### config.mk
export PLATFORM = sky130hd
export DESIGN_NAME = pmg_ctrl
export DESIGN_NICKNAME = d
export VERILOG_FILES = /design/src/rtl/pmg_pkg.sv /design/src/rtl/pmg_ctrl.sv
export SDC_FILE = /design/constraint.sdc
export NUM_CORES = 1
export LEC_CHECK = 0
export BUFFER_PORTS_ARGS = -buffer_cell sky130_fd_sc_hd__buf_2
export CORE_MARGIN = 2
export CORE_UTILIZATION = 45
export CTS_BUF_LIST = sky130_fd_sc_hd__clkbuf_4
export DETAILED_ROUTE_END_ITERATION = 10
export GPL_ROUTABILITY_DRIVEN = 1
export PLACE_DENSITY = 0.75
export SLEW_MARGIN = 10
export SYNTH_ARGS = -nofsm -noshare
export SYNTH_HDL_FRONTEND = slang
export SYNTH_SLANG_ARGS = --single-unit
### constraint.sdc
create_clock -name clk -period 5.16 [get_ports clk]
set_clock_uncertainty 0.2 [all_clocks]
set_input_delay 1.032 -clock clk [delete_from_list [all_inputs] [get_ports clk]]
set_output_delay 1.032 -clock clk [all_outputs]
set_load 0.005 [all_outputs]
### src/rtl/pmg_pkg.sv
// Shared types, constants and helpers for the Prim maze generator.
`default_nettype none
package pmg_pkg;

  localparam int MAX_W      = 32;
  localparam int MAX_H      = 32;
  localparam int X_W        = $clog2(MAX_W);
  localparam int Y_W        = $clog2(MAX_H);
  localparam int CA_W       = X_W + Y_W;
  localparam int NCELLS     = MAX_W * MAX_H;
  localparam int FS_W       = 11;
  localparam int DIM_W      = 6;
  localparam int RAND_W     = 16;
  localparam int GRID_RESET = 16;

  localparam logic       REG_GRID_W = 1'b0;
  localparam logic       REG_GRID_H = 1'b1;
  localparam logic [3:0] WALLS_ALL  = 4'hF;

  typedef enum logic [1:0] {
    OP_START = 2'd0,
    OP_STEP  = 2'd1,
    OP_READ  = 2'd2,
    OP_BAD   = 2'd3
  } op_t;

  typedef enum logic [1:0] {
    DIR_N = 2'd0,
    DIR_E = 2'd1,
    DIR_S = 2'd2,
    DIR_W = 2'd3
  } dir_t;

  typedef enum logic [1:0] {
    CS_UNVIS = 2'd0,
    CS_FRONT = 2'd1,
    CS_MARK  = 2'd2
  } cstat_t;

  typedef enum logic [2:0] {
    AS_PTR, AS_SELF, AS_SLOT, AS_DIR, AS_RDC
  } asel_t;

  typedef enum logic [1:0] {
    WS_CLEAR, WS_MARK, WS_FRONT, WS_WALL
  } wsel_t;

  typedef enum logic [1:0] {
    FS_REM, FS_PTR1, FS_PTR2
  } fsel_t;

  typedef enum logic [1:0] {
    MS_X, MS_Y, MS_POS, MS_K
  } msel_t;

  typedef enum logic [4:0] {
    S_RST_CLR, S_IDLE, S_DISPATCH, S_ST_CLR, S_ST_MODX, S_ST_MODY,
    S_MARK_RD, S_MARK_WR, S_NB_CHK, S_NB_WR, S_POS_MOD, S_IDX, S_SHIFT,
    S_CAND, S_CAND_CHK, S_CAND_END, S_K_MOD, S_NW_RD, S_NW_WR,
    S_RD_WAIT, S_FIN
  } state_t;

  typedef struct packed {
    logic [1:0]        opcode;
    logic [RAND_W-1:0] rand_a;
    logic [RAND_W-1:0] rand_b;
    logic [X_W-1:0]    cell_x;
    logic [Y_W-1:0]    cell_y;
  } in_item_t;

  typedef struct packed {
    logic            status;
    logic [X_W-1:0]  from_x;
    logic [Y_W-1:0]  from_y;
    logic [1:0]      carved_dir;
    logic [FS_W-1:0] frontier_count;
    logic            done_res;
    logic [3:0]      walls;
  } out_item_t;

  typedef struct packed {
    logic  load_in;
    logic  begin_start;
    logic  set_err;
    logic  cell_rd;
    logic  cell_wr;
    asel_t asel;
    wsel_t wsel;
    logic  ptr_inc;
    logic  ptr_load_rem;
    logic  f_rd;
    fsel_t fsel;
    logic  f_shift;
    logic  f_push;
    logic  fsz_dec;
    logic  fxy_load;
    logic  slot_clr;
    logic  slot_inc;
    logic  cand_add;
    logic  mod_go;
    msel_t msel;
    logic  set_fx;
    logic  set_fy;
    logic  set_dir;
    logic  walls_load;
    logic  out_load;
  } cmd_t;

  typedef struct packed {
    logic [1:0] op;
    logic       fsize_zero;
    logic       mod_busy;
    logic       ptr_last;
    logic       shift_more1;
    logic       shift_more2;
    logic       nbr_in;
    cstat_t     rd_stat;
    logic       slot_last;
    logic       cand_zero;
    logic       rd_in;
    logic       out_free;
  } stat_t;

  // neighbor scan order: west, east, north, south
  function automatic dir_t slot_dir(input logic [1:0] s);
    dir_t d;
    unique case (s)
      2'd0:    d = DIR_W;
      2'd1:    d = DIR_E;
      2'd2:    d = DIR_N;
      default: d = DIR_S;
    endcase
    return d;
  endfunction

  function automatic dir_t opp_dir(input dir_t d);
    return dir_t'(d + 2'd2);
  endfunction

  function automatic logic [DIM_W-1:0] clamp_dim(input logic [DIM_W-1:0] v,
                                                 input logic [DIM_W-1:0] maxv);
    logic [DIM_W-1:0] r;
    if (v == '0) r = DIM_W'(1);
    else if (v > maxv) r = maxv;
    else r = v;
    return r;
  endfunction

endpackage
`default_nettype wire

### src/rtl/pmg_ctrl.sv
// Controller state machine: sequences clear, mark, frontier pick, carve and cell reads.
`default_nettype none
module pmg_ctrl
  import pmg_pkg::*;
(
  input  wire logic  clk,
  input  wire logic  rst_n,
  input  wire logic  in_valid,
  output logic       in_stall,
  input  wire stat_t st,
  output cmd_t       cmd
);

  state_t state_r, state_nxt;

  always_ff @(posedge clk) begin
    if (!rst_n) state_r <= S_RST_CLR;
    else state_r <= state_nxt;
  end

  always_comb begin
    state_nxt = state_r;
    cmd       = '0;
    unique case (state_r)
      S_RST_CLR: begin
        cmd.cell_wr = 1'b1;
        cmd.asel    = AS_PTR;
        cmd.wsel    = WS_CLEAR;
        cmd.ptr_inc = 1'b1;
        if (st.ptr_last) state_nxt = S_IDLE;
      end
      S_IDLE: begin
        if (in_valid) begin
          cmd.load_in = 1'b1;
          state_nxt   = S_DISPATCH;
        end
      end
      S_DISPATCH: begin
        case (st.op)
          OP_START: begin
            cmd.begin_start = 1'b1;
            state_nxt       = S_ST_CLR;
          end
          OP_STEP: begin
            if (st.fsize_zero) begin
              cmd.set_err = 1'b1;
              state_nxt   = S_FIN;
            end else begin
              cmd.mod_go = 1'b1;
              cmd.msel   = MS_POS;
              state_nxt  = S_POS_MOD;
            end
          end
          OP_READ: begin
            if (st.rd_in) begin
              cmd.cell_rd = 1'b1;
              cmd.asel    = AS_RDC;
              state_nxt   = S_RD_WAIT;
            end else begin
              cmd.set_err = 1'b1;
              state_nxt   = S_FIN;
            end
          end
          default: begin
            cmd.set_err = 1'b1;
            state_nxt   = S_FIN;
          end
        endcase
      end
      S_ST_CLR: begin
        cmd.cell_wr = 1'b1;
        cmd.asel    = AS_PTR;
        cmd.wsel    = WS_CLEAR;
        cmd.ptr_inc = 1'b1;
        if (st.ptr_last) begin
          cmd.mod_go = 1'b1;
          cmd.msel   = MS_X;
          state_nxt  = S_ST_MODX;
        end
      end
      S_ST_MODX: begin
        if (!st.mod_busy) begin
          cmd.set_fx = 1'b1;
          cmd.mod_go = 1'b1;
          cmd.msel   = MS_Y;
          state_nxt  = S_ST_MODY;
        end
      end
      S_ST_MODY: begin
        if (!st.mod_busy) begin
          cmd.set_fy = 1'b1;
          state_nxt  = S_MARK_RD;
        end
      end
      S_MARK_RD: begin
        cmd.cell_rd = 1'b1;
        cmd.asel    = AS_SELF;
        state_nxt   = S_MARK_WR;
      end
      S_MARK_WR: begin
        cmd.cell_wr  = 1'b1;
        cmd.asel     = AS_SELF;
        cmd.wsel     = WS_MARK;
        cmd.slot_clr = 1'b1;
        state_nxt    = S_NB_CHK;
      end
      S_NB_CHK: begin
        if (st.nbr_in) begin
          cmd.cell_rd = 1'b1;
          cmd.asel    = AS_SLOT;
          state_nxt   = S_NB_WR;
        end else if (st.slot_last) begin
          state_nxt = S_FIN;
        end else begin
          cmd.slot_inc = 1'b1;
        end
      end
      S_NB_WR: begin
        cmd.asel = AS_SLOT;
        cmd.wsel = WS_FRONT;
        if (st.rd_stat == CS_UNVIS) begin
          cmd.cell_wr = 1'b1;
          cmd.f_push  = 1'b1;
        end
        if (st.slot_last) begin
          state_nxt = S_FIN;
        end else begin
          cmd.slot_inc = 1'b1;
          state_nxt    = S_NB_CHK;
        end
      end
      S_POS_MOD: begin
        if (!st.mod_busy) begin
          cmd.f_rd         = 1'b1;
          cmd.fsel         = FS_REM;
          cmd.ptr_load_rem = 1'b1;
          state_nxt        = S_IDX;
        end
      end
      S_IDX: begin
        cmd.fxy_load = 1'b1;
        if (st.shift_more1) begin
          cmd.f_rd  = 1'b1;
          cmd.fsel  = FS_PTR1;
          state_nxt = S_SHIFT;
        end else begin
          cmd.fsz_dec  = 1'b1;
          cmd.slot_clr = 1'b1;
          state_nxt    = S_CAND;
        end
      end
      S_SHIFT: begin
        cmd.f_shift = 1'b1;
        cmd.ptr_inc = 1'b1;
        if (st.shift_more2) begin
          cmd.f_rd = 1'b1;
          cmd.fsel = FS_PTR2;
        end else begin
          cmd.fsz_dec  = 1'b1;
          cmd.slot_clr = 1'b1;
          state_nxt    = S_CAND;
        end
      end
      S_CAND: begin
        if (st.nbr_in) begin
          cmd.cell_rd = 1'b1;
          cmd.asel    = AS_SLOT;
          state_nxt   = S_CAND_CHK;
        end else if (st.slot_last) begin
          state_nxt = S_CAND_END;
        end else begin
          cmd.slot_inc = 1'b1;
        end
      end
      S_CAND_CHK: begin
        if (st.rd_stat == CS_MARK) cmd.cand_add = 1'b1;
        if (st.slot_last) begin
          state_nxt = S_CAND_END;
        end else begin
          cmd.slot_inc = 1'b1;
          state_nxt    = S_CAND;
        end
      end
      S_CAND_END: begin
        if (st.cand_zero) begin
          state_nxt = S_MARK_RD;
        end else begin
          cmd.mod_go = 1'b1;
          cmd.msel   = MS_K;
          state_nxt  = S_K_MOD;
        end
      end
      S_K_MOD: begin
        if (!st.mod_busy) begin
          cmd.set_dir = 1'b1;
          state_nxt   = S_NW_RD;
        end
      end
      S_NW_RD: begin
        cmd.cell_rd = 1'b1;
        cmd.asel    = AS_DIR;
        state_nxt   = S_NW_WR;
      end
      S_NW_WR: begin
        cmd.cell_wr = 1'b1;
        cmd.asel    = AS_DIR;
        cmd.wsel    = WS_WALL;
        state_nxt   = S_MARK_RD;
      end
      S_RD_WAIT: begin
        cmd.walls_load = 1'b1;
        state_nxt      = S_FIN;
      end
      S_FIN: begin
        if (st.out_free) begin
          cmd.out_load = 1'b1;
          state_nxt    = S_IDLE;
        end
      end
      default: state_nxt = S_IDLE;
    endcase
  end

  assign in_stall = (state_r != S_IDLE);

endmodule
`default_nettype wire

==> flow_summary.ini, run 1 <==
[routing]
drt-initial-drc-count = 53
wl_per_cell_um = 15.27
viasPerCell = 6.155
vias = 1551
ant_nets = 0
wl_um = 3849
drcViolationCount = 0
drt_first_pass_iters = 4

[timing]
rsz0062_at_grt = no
hold_violations = 0
setup_viol = 0
max_freq_mhz = 288.1
tns_ns = 0
drv_slew = 0
tightest_slew_ns = 0.9177
slew_headroom_pct = 38.74
period_minus_slack_ns = 3.471
post-route-period-util_pct = 67.27

[place]
placed_area_mm2 = 0.001374
io_buffer_count = 47
place_congestion = 0.9393
hpwl_um = 2849

[logic_synthesis]
synth_xor_area_share_pct = 2.206
synthCells = 187
synthAdderAreaFrac_pct = 0.8403
synth_compound_area_share_pct = 26.26
synth_area_leader_cell = dfxtp_1
synth-seq-area-share_pct = 8.403
ys_ff_latch = 5
yosysMostFrequentCell = nand2_1
synthesis.area_mm2 = 0.001191
synth-simple-area-share_pct = 47.90
yosys-top-cells-count = nand2_1, nor2_1, nor3_1
synthDominantCellAreaShare_pct = 8.403
ys.flop_type = dfxtp_1
synth_warnings = 0
syn_area_per_cell_um2 = 6.370
synth_top_family_by_area = simple AND/OR/NAND/NOR gates
yosysUniqueCellTypes = 54
syn-num-nets = 204
synthArstFlopShare_pct = 0
yosys-mux-area-fraction_pct = 3.361
synth_edf_count = 0
synthTopCellsByArea = dfxtp_1, nand2_1, nand2b_1

[worst_setup_path]
critPathRequiredTime_ns = 3.93
worstPathCellList = nor2b_1 > nand3_1 > inv_2 > and2_1 > or3_1 > buf_2
r2r_slack_ns = 2.65
cpPeakStageDelay_ns = 0.89
endpoint_kind = output port
crit_type = reg -> out
cp_max_fo = 27
critical_path.startpoint_type = flip-flop
cp_slowest_cell = dfxtp_1
arrival_ns = 2.24

[clocking]
clk_pin_slew_ns = 0.04
clock-sinks = 5
h-tree-depth = 1
clk_path_buf_depth = 2
clock_latency_ns = 0.24
cts_tree = built
numCtsBuffers = 3
cts_setup_buffers = 0
cts-root-buf = clkbuf_4
hold_buffers = 0
cts_resized = 0

[die]
rows = 18
fp.dieH_um = 55.45
start_util_pct = 47.65
die_x_um = 55.45
core_region_area_mm2 = 0.002500
io_pins = 48
die_area_mm2 = 0.003075

[global_routing]
track_usage_pct = 24.01
grt_pass1_vias = 1302
grt_pass1_wl_um = 6210
antenna_found_initial = 0
grt-ovfl-total = 0
grt_max_degree = 39

[run]
cap_violations = 0

[final_layout]
antennaDiodeCount = 0
top_regs = state_r: 5 flops
final_nets = 240
largest_reg_flops = 5
drive_above_1_share_pct = 27.48
final_area_mm2 = 0.001404
largest_register = state_r
nFillCells = 263
area_delta_synth_final_pct = 17.86

[status]
status = complete, no violations

[hold_path]
hold_path.class = reg -> reg

[pwr]
max-vdd-ir-drop_uv = 225.5
power_density_mw_per_mm2 = 241.0
total_leakage_power_nw = 0.6820
[path summary, 6_finish.rpt]
kind	start	endpoint	depth (start not counted)
worst max-delay path	state_r[4]	cmd[17]	6
worst min-delay path	state_r[0]	state_r[0]	3
worst max register to register	state_r[3]	state_r[2]	5
worst min register to register	state_r[0]	state_r[0]	3
[cells in the final DEF (no fill, tap or decap), drive strengths merged, types with 4 or more instances in the layout]
cell type / instances
nand2b: 9
clkbuf: 4
mux2i: 4
nor3b: 5
buf: 48
o22ai: 5
nor3: 11
dfxtp: 5
a31oi: 5
a21oi: 9
o211ai: 4
nand3: 8
nand2: 19
nor4: 8
nor2b: 6
inv: 9
or3: 5
o21ai: 13
nor2: 13
[through the flow]
step / hold WS, ns / setup slack [ns] / instances / util [%] / total power, W
after CTS: 0.5272 / 1.684 / 252 / 56.16 / 0.0003367
final: 0.5313 / 1.689 / 252 / 56.16 / 0.0003384
after detailed placement: 0.5224 / 1.954 / 248 / 54.96 / 0.0002852
after global placement: 0.5148 / 1.969 / 248 / 54.96 / 0.0002837
after floorplan: 0.4365 / 2.219 / 187 / - / 0.0002340
after global routing: 0.5809 / 1.525 / 252 / 56.16 / 0.0003666
[worst max-delay path, delay by kind of cell, from the launching register on]
kind,cells,cell delay (ns)
buffers and inverters,2,0.18
flip-flops,1,0.89
AND/OR/NAND/NOR,4,0.92
[where the power goes]
part	internal [W]	switching, W	leakage [nW]
combinational	0.0000895	0.000142	0.623
clock	0.0000345	0.0000163	0.0184
sequential	0.0000442	0.0000119	0.0406
[logic make-up (layout without fill, tap and decap cells)]
kind of cell | Yosys count | after routing
buf+inv | 26 | 61
simple gates | 100 | 100
compound gates | 48 | 48
xor+xnor | 3 | 3
flops | 5 | 5
mux | 4 | 4
fa+ha+maj | 1 | 1
[routing by layer]
layer | routed length (µm) | up-vias | global-route usage (%)
li1 | - | 760 | -
met1 | 1715 | 702 | 35.17
met2 | 1739 | 87 | 36.05
met3 | 377 | 2 | 6.557
met4 | 16 | 0 | 2.439
met5 | 0 | - | 0
[final cells by class]
type	count	area, µm²	share of cell area, %
tap	30	37.54	2.674
multi-input combinational	156	959.7	68.36
clock buffer	4	30.03	2.139
inverter	9	33.78	2.406
timing repair buffer	48	242.7	17.29
sequential	5	100.1	7.130
No activity file was read; power rests on OpenSTA's default activity.
==> run 2, diff against run 1 <==
- PLACE_DENSITY: 0.75 -> 0.78
- clock period: 5.16 -> 3.1 ns (I/O delays scaled with it)
==> run 2 against run 1 <==
Clock-buffer cell count unchanged; core utilization increased by 1.8 points; cell count increased by 2.4%; non-clock buffer count increased by 6; critical path type unchanged; largest cell class unchanged.
==> flow_summary.ini, run 2 (same netlist as run 1, synthesis figures left out) <==
[timing]
max_freq_mhz = 348.1
period_minus_slack_ns = 2.872
setup_viol = 0
slew_headroom_pct = 44.62
rsz0062_at_grt = no
whs_ns = 0.4903
tns_ns = 0
drv_slew = 0
tightest_slew_ns = 0.8296
post-route-period-util_pct = 92.66
hold_violations = 0

[worst_setup_path]
crit_type = reg -> out
endpoint_kind = output port
worstPathCellList = nor3_1 > and3_1 > or3_1 > buf_2
critical_path_buf_inv_count = 1
ff2ff_path_depth = 6
r2r_slack_ns = 0.57
cpPeakStageDelay_ns = 0.86
rr_endpoint = state_r[1]
cp_max_fo = 25
critical_path.startpoint_type = flip-flop
cp_top_family = flip-flops
arrival_ns = 2.05
critPathRequiredTime_ns = 2.28
timing.rr.start = state_r[0]
startpoint = state_r[0]
cp_slowest_cell = dfxtp_1

[routing]
wl_um = 3944
drt_first_pass_iters = 5
viasPerCell = 6.178
vias = 1594
drt-initial-drc-count = 150
wl_per_cell_um = 15.29
ant_nets = 0
drcViolationCount = 0

[pwr]
total_leakage_power_nw = 0.7143
max-vdd-ir-drop_uv = 249.7
power_density_mw_per_mm2 = 406.5

[global_routing]
gr-usage-met1_pct = 37.01
grt_max_degree = 26
antenna_found_initial = 0
grt_pass1_vias = 1347
track_usage_pct = 25.12
use_met2_pct = 37.24
top_usage_layer = met2
grt-ovfl-total = 0
use_met3_pct = 3.044
grt_pass1_wl_um = 6423

[die]
rows = 18
io_pins = 48
die_x_um = 55.45
start_util_pct = 47.65
core_region_area_mm2 = 0.002500
fp.dieH_um = 55.45
die_area_mm2 = 0.003075

[clocking]
cts_setup_buffers = 0
numCtsBuffers = 3
clk_pin_slew_ns = 0.05
clock_latency_ns = 0.26
clock-sinks = 5
cts_tree = built
h-tree-depth = 1
cts_resized = 0
cts-root-buf = clkbuf_4
clk_path_buf_depth = 2
hold_buffers = 0

[place]
io_buffer_count = 47
place_congestion = 0.9049
placed_area_mm2 = 0.001419
hpwl_um = 2930

[hold_path]
min-delay-start = rst_n
hold_path.class = in -> reg
hold_depth = 3
hold_path_end = state_r[0]

[run]
cap_violations = 0

[final_layout]
antennaDiodeCount = 0
area_delta_synth_final_pct = 21.64
regArea_um2 = 100.1
final_nets = 246
multiInputGateArea_um2 = 959.7
largest_reg_flops = 5
drive_above_1_share_pct = 29.39
final_area_mm2 = 0.001449
top_regs = state_r: 5 flops
final_common_cell = buf_2
final_cell_mix = buf_2, nand2_1, nor2_1
nFillCells = 239
largest_register = state_r
final_util_pct = 57.96

[status]
status = complete, no violations
[run 2: worst max path at each step]
stage,end,slack (ns),depth (start not counted)
floorplan,cmd[26],0.85,7
global placement,cmd[25],0.53,5
detailed placement,cmd[17],0.52,4
CTS,cmd[17],0.25,4
global route,cmd[17],0.09,6
finish,cmd[17],0.23,4
[run 2: stage by stage]
step           setup slack, ns  power (W)  instances
4_1_cts                 0.2468  0.0005795        258
6_report                0.2275  0.0005889        258
3_3_place_gp            0.5347  0.0004847        254
3_5_place_dp            0.5201  0.0004880        254
2_1_floorplan           0.8523  0.0003895        187
5_1_grt                0.08752  0.0006307        258
[run 2: area by class of cell]
type	instances	area share [%]
multi-input cells	156	66.23
repair buffers	54	19.86
flip-flops and latches	5	6.908
well taps	30	2.591
inverters	9	2.332
clock buffers	4	2.073
[run 2: where the power goes]
group / switching (W) / leakage (nW) / internal (W)
clock: 0.0000343 / 0.0184 / 0.0000579
combinational: 0.000208 / 0.655 / 0.000161
sequential: 0.0000544 / 0.0406 / 0.0000734
total: 0.000296 / 0.714 / 0.000293
[run 2: per-layer routing]
layer	vias to the layer above	part of all wire, %	routed length (µm)
li1	772	-	-
met4	0	1.8	72
met1	699	42	1673
met5	-	0	0
met2	114	44	1727
met3	9	12	470
[run 2: tightest hold or removal path, delay by kind of cell]
kind	cells	cell delay (ns)
simple gates	1	0.07
mux	1	0.05
buf+inv	1	0.15
==> run 3, diff against run 2 <==
- CORE_ASPECT_RATIO: unset -> 1.75
- SKIP_LAST_GASP: unset -> 1
==> run 3 against run 2 <==
Critical path depth increased by 2; die area up 0.52%; combinational power increased by 5.4%; sequential power shrank 4%; final area shrank 0.26%; register-to-register slack improved by 0.09 ns.
==> flow_summary.ini, run 3 (same netlist as run 1, synthesis figures left out) <==
[routing]
viasPerCell = 6.461
vias = 1641
wl_um = 4093
drcViolationCount = 0
drt_first_pass_iters = 6
ant_nets = 0
drt-initial-drc-count = 126
wl_per_cell_um = 16.11

[hold_path]
hold_path.class = reg -> reg
min-delay-start = state_r[3]

[final_layout]
final_area_mm2 = 0.001445
final_common_cell = buf_2
final_nets = 246
largest_register = state_r
antennaDiodeCount = 0
area_delta_synth_final_pct = 21.32
largest_reg_flops = 5
top_regs = state_r: 5 flops
finalNonFillerCells = 254
final_cell_mix = buf_2, nand2_1, nor2_1
drive_above_1_share_pct = 29.82

[die]
rows = 24
die_x_um = 42.89
die_area_mm2 = 0.003091
start_util_pct = 47.79
io_pins = 48
fp.dieH_um = 72.06
core_region_area_mm2 = 0.002492

[worst_setup_path]
endpoint_kind = output port
critical_path_buf_inv_count = 2
startpoint = state_r[4]
r2r_slack_ns = 0.66
critPathRequiredTime_ns = 2.28
crit_type = reg -> out
arrival_ns = 2.10
cpPeakStageDelay_ns = 0.81
timing.rr.start = state_r[4]
cp_slowest_cell = dfxtp_1
critical_path.startpoint_type = flip-flop
cp_top_family = simple AND/OR/NAND/NOR gates
worstPathCellList = nor2b_1 > nand3_1 > inv_2 > and2_1 > or3_1 > buf_2
cp_max_fo = 27

[clocking]
numCtsBuffers = 3
cts-root-buf = clkbuf_4
clk_pin_slew_ns = 0.05
clock_latency_ns = 0.25
clk_path_buf_depth = 2
clock-sinks = 5
h-tree-depth = 1
cts_tree = built

[timing]
setup_viol = 0
hold_violations = 0
tightest_slew_ns = 0.7677
worst_slack_ns = 0.1807
slew_headroom_pct = 48.75
period_minus_slack_ns = 2.919
rsz0062_at_grt = no
drv_slew = 0
post-route-period-util_pct = 94.17
max_freq_mhz = 342.5
whs_ns = 0.4270
tns_ns = 0

[pwr]
max-vdd-ir-drop_uv = 413.8
total_leakage_power_nw = 0.7145
power_density_mw_per_mm2 = 415.0

[global_routing]
track_usage_pct = 25.86
grt-ovfl-total = 0
grt_pass1_wl_um = 6272
grt_pass1_vias = 1390
antenna_found_initial = 0
grt_max_degree = 28

[status]
status = complete, no violations

[run]
cap_violations = 0

[place]
io_buffer_count = 47
place_congestion = 0.9272
placed_area_mm2 = 0.001414
dp_slack_ns = 0.4657
hpwl_um = 3128
dp.cells = 250
-- run 3: cell types whose count changed in the layout (fill, tap and decap cells not counted) --
cell and delta:
dfxtp_1 -1, dfxtp_2 +1
-- run 3: area by class of cell --
class,count,area [µm²]
Tap cell,26,32.53
Sequential cell,5,101.3
Inverter,9,33.78
Clock buffer,4,30.03
Fill cell,255,1047
Multi-Input combinational cell,156,959.7
Timing Repair Buffer,54,287.8
-- run 3: layer usage --
metal | track usage, % | wire length (µm) | up-vias | share of wire [%]
li1 | - | - | 772 | -
met3 | 2.736 | 265 | 16 | 6.5
met2 | 44.78 | 2133 | 88 | 52
met5 | 0 | 0 | - | 0
met4 | 15.63 | 166 | 0 | 4.1
met1 | 29.55 | 1528 | 765 | 37
-- run 3: report_power, final --
group	total (W)	internal (W)	switching (W)
Combinational	0.000389	0.000166	0.000223
Sequential	0.000123	0.0000736	0.0000496
Clock	0.0000872	0.0000576	0.0000297
-- run 3: worst paths after layout --
kind | endpoint | depth (start not counted)
min | state_r[3] | 2
max | cmd[17] | 6
min reg2reg | state_r[3] | 2
max reg2reg | state_r[2] | 5
-- run 3: worst reg2reg max path: stages, from the launching register on --
cell     delay (ns)
dfxtp_1        0.81
nor3b_2        0.22
and3_1         0.24
a211o_1        0.32
or3_4          0.42
o22ai_2        0.15
-- run 3: per-stage QoR --
stage               utilization (%)  total power (W)
floorplan                         -        0.0003895
global placement              56.73        0.0005005
detailed placement            56.73        0.0005029
CTS                           57.93        0.0005903
global route                  57.98        0.0006438
finish                        57.98        0.0005997
-- run 3: repair_timing --
item,in CTS,in global routing
setup endpoints to repair,0,1
resized for setup,0,1
hold buffers,0,0
buffers inserted,0,0
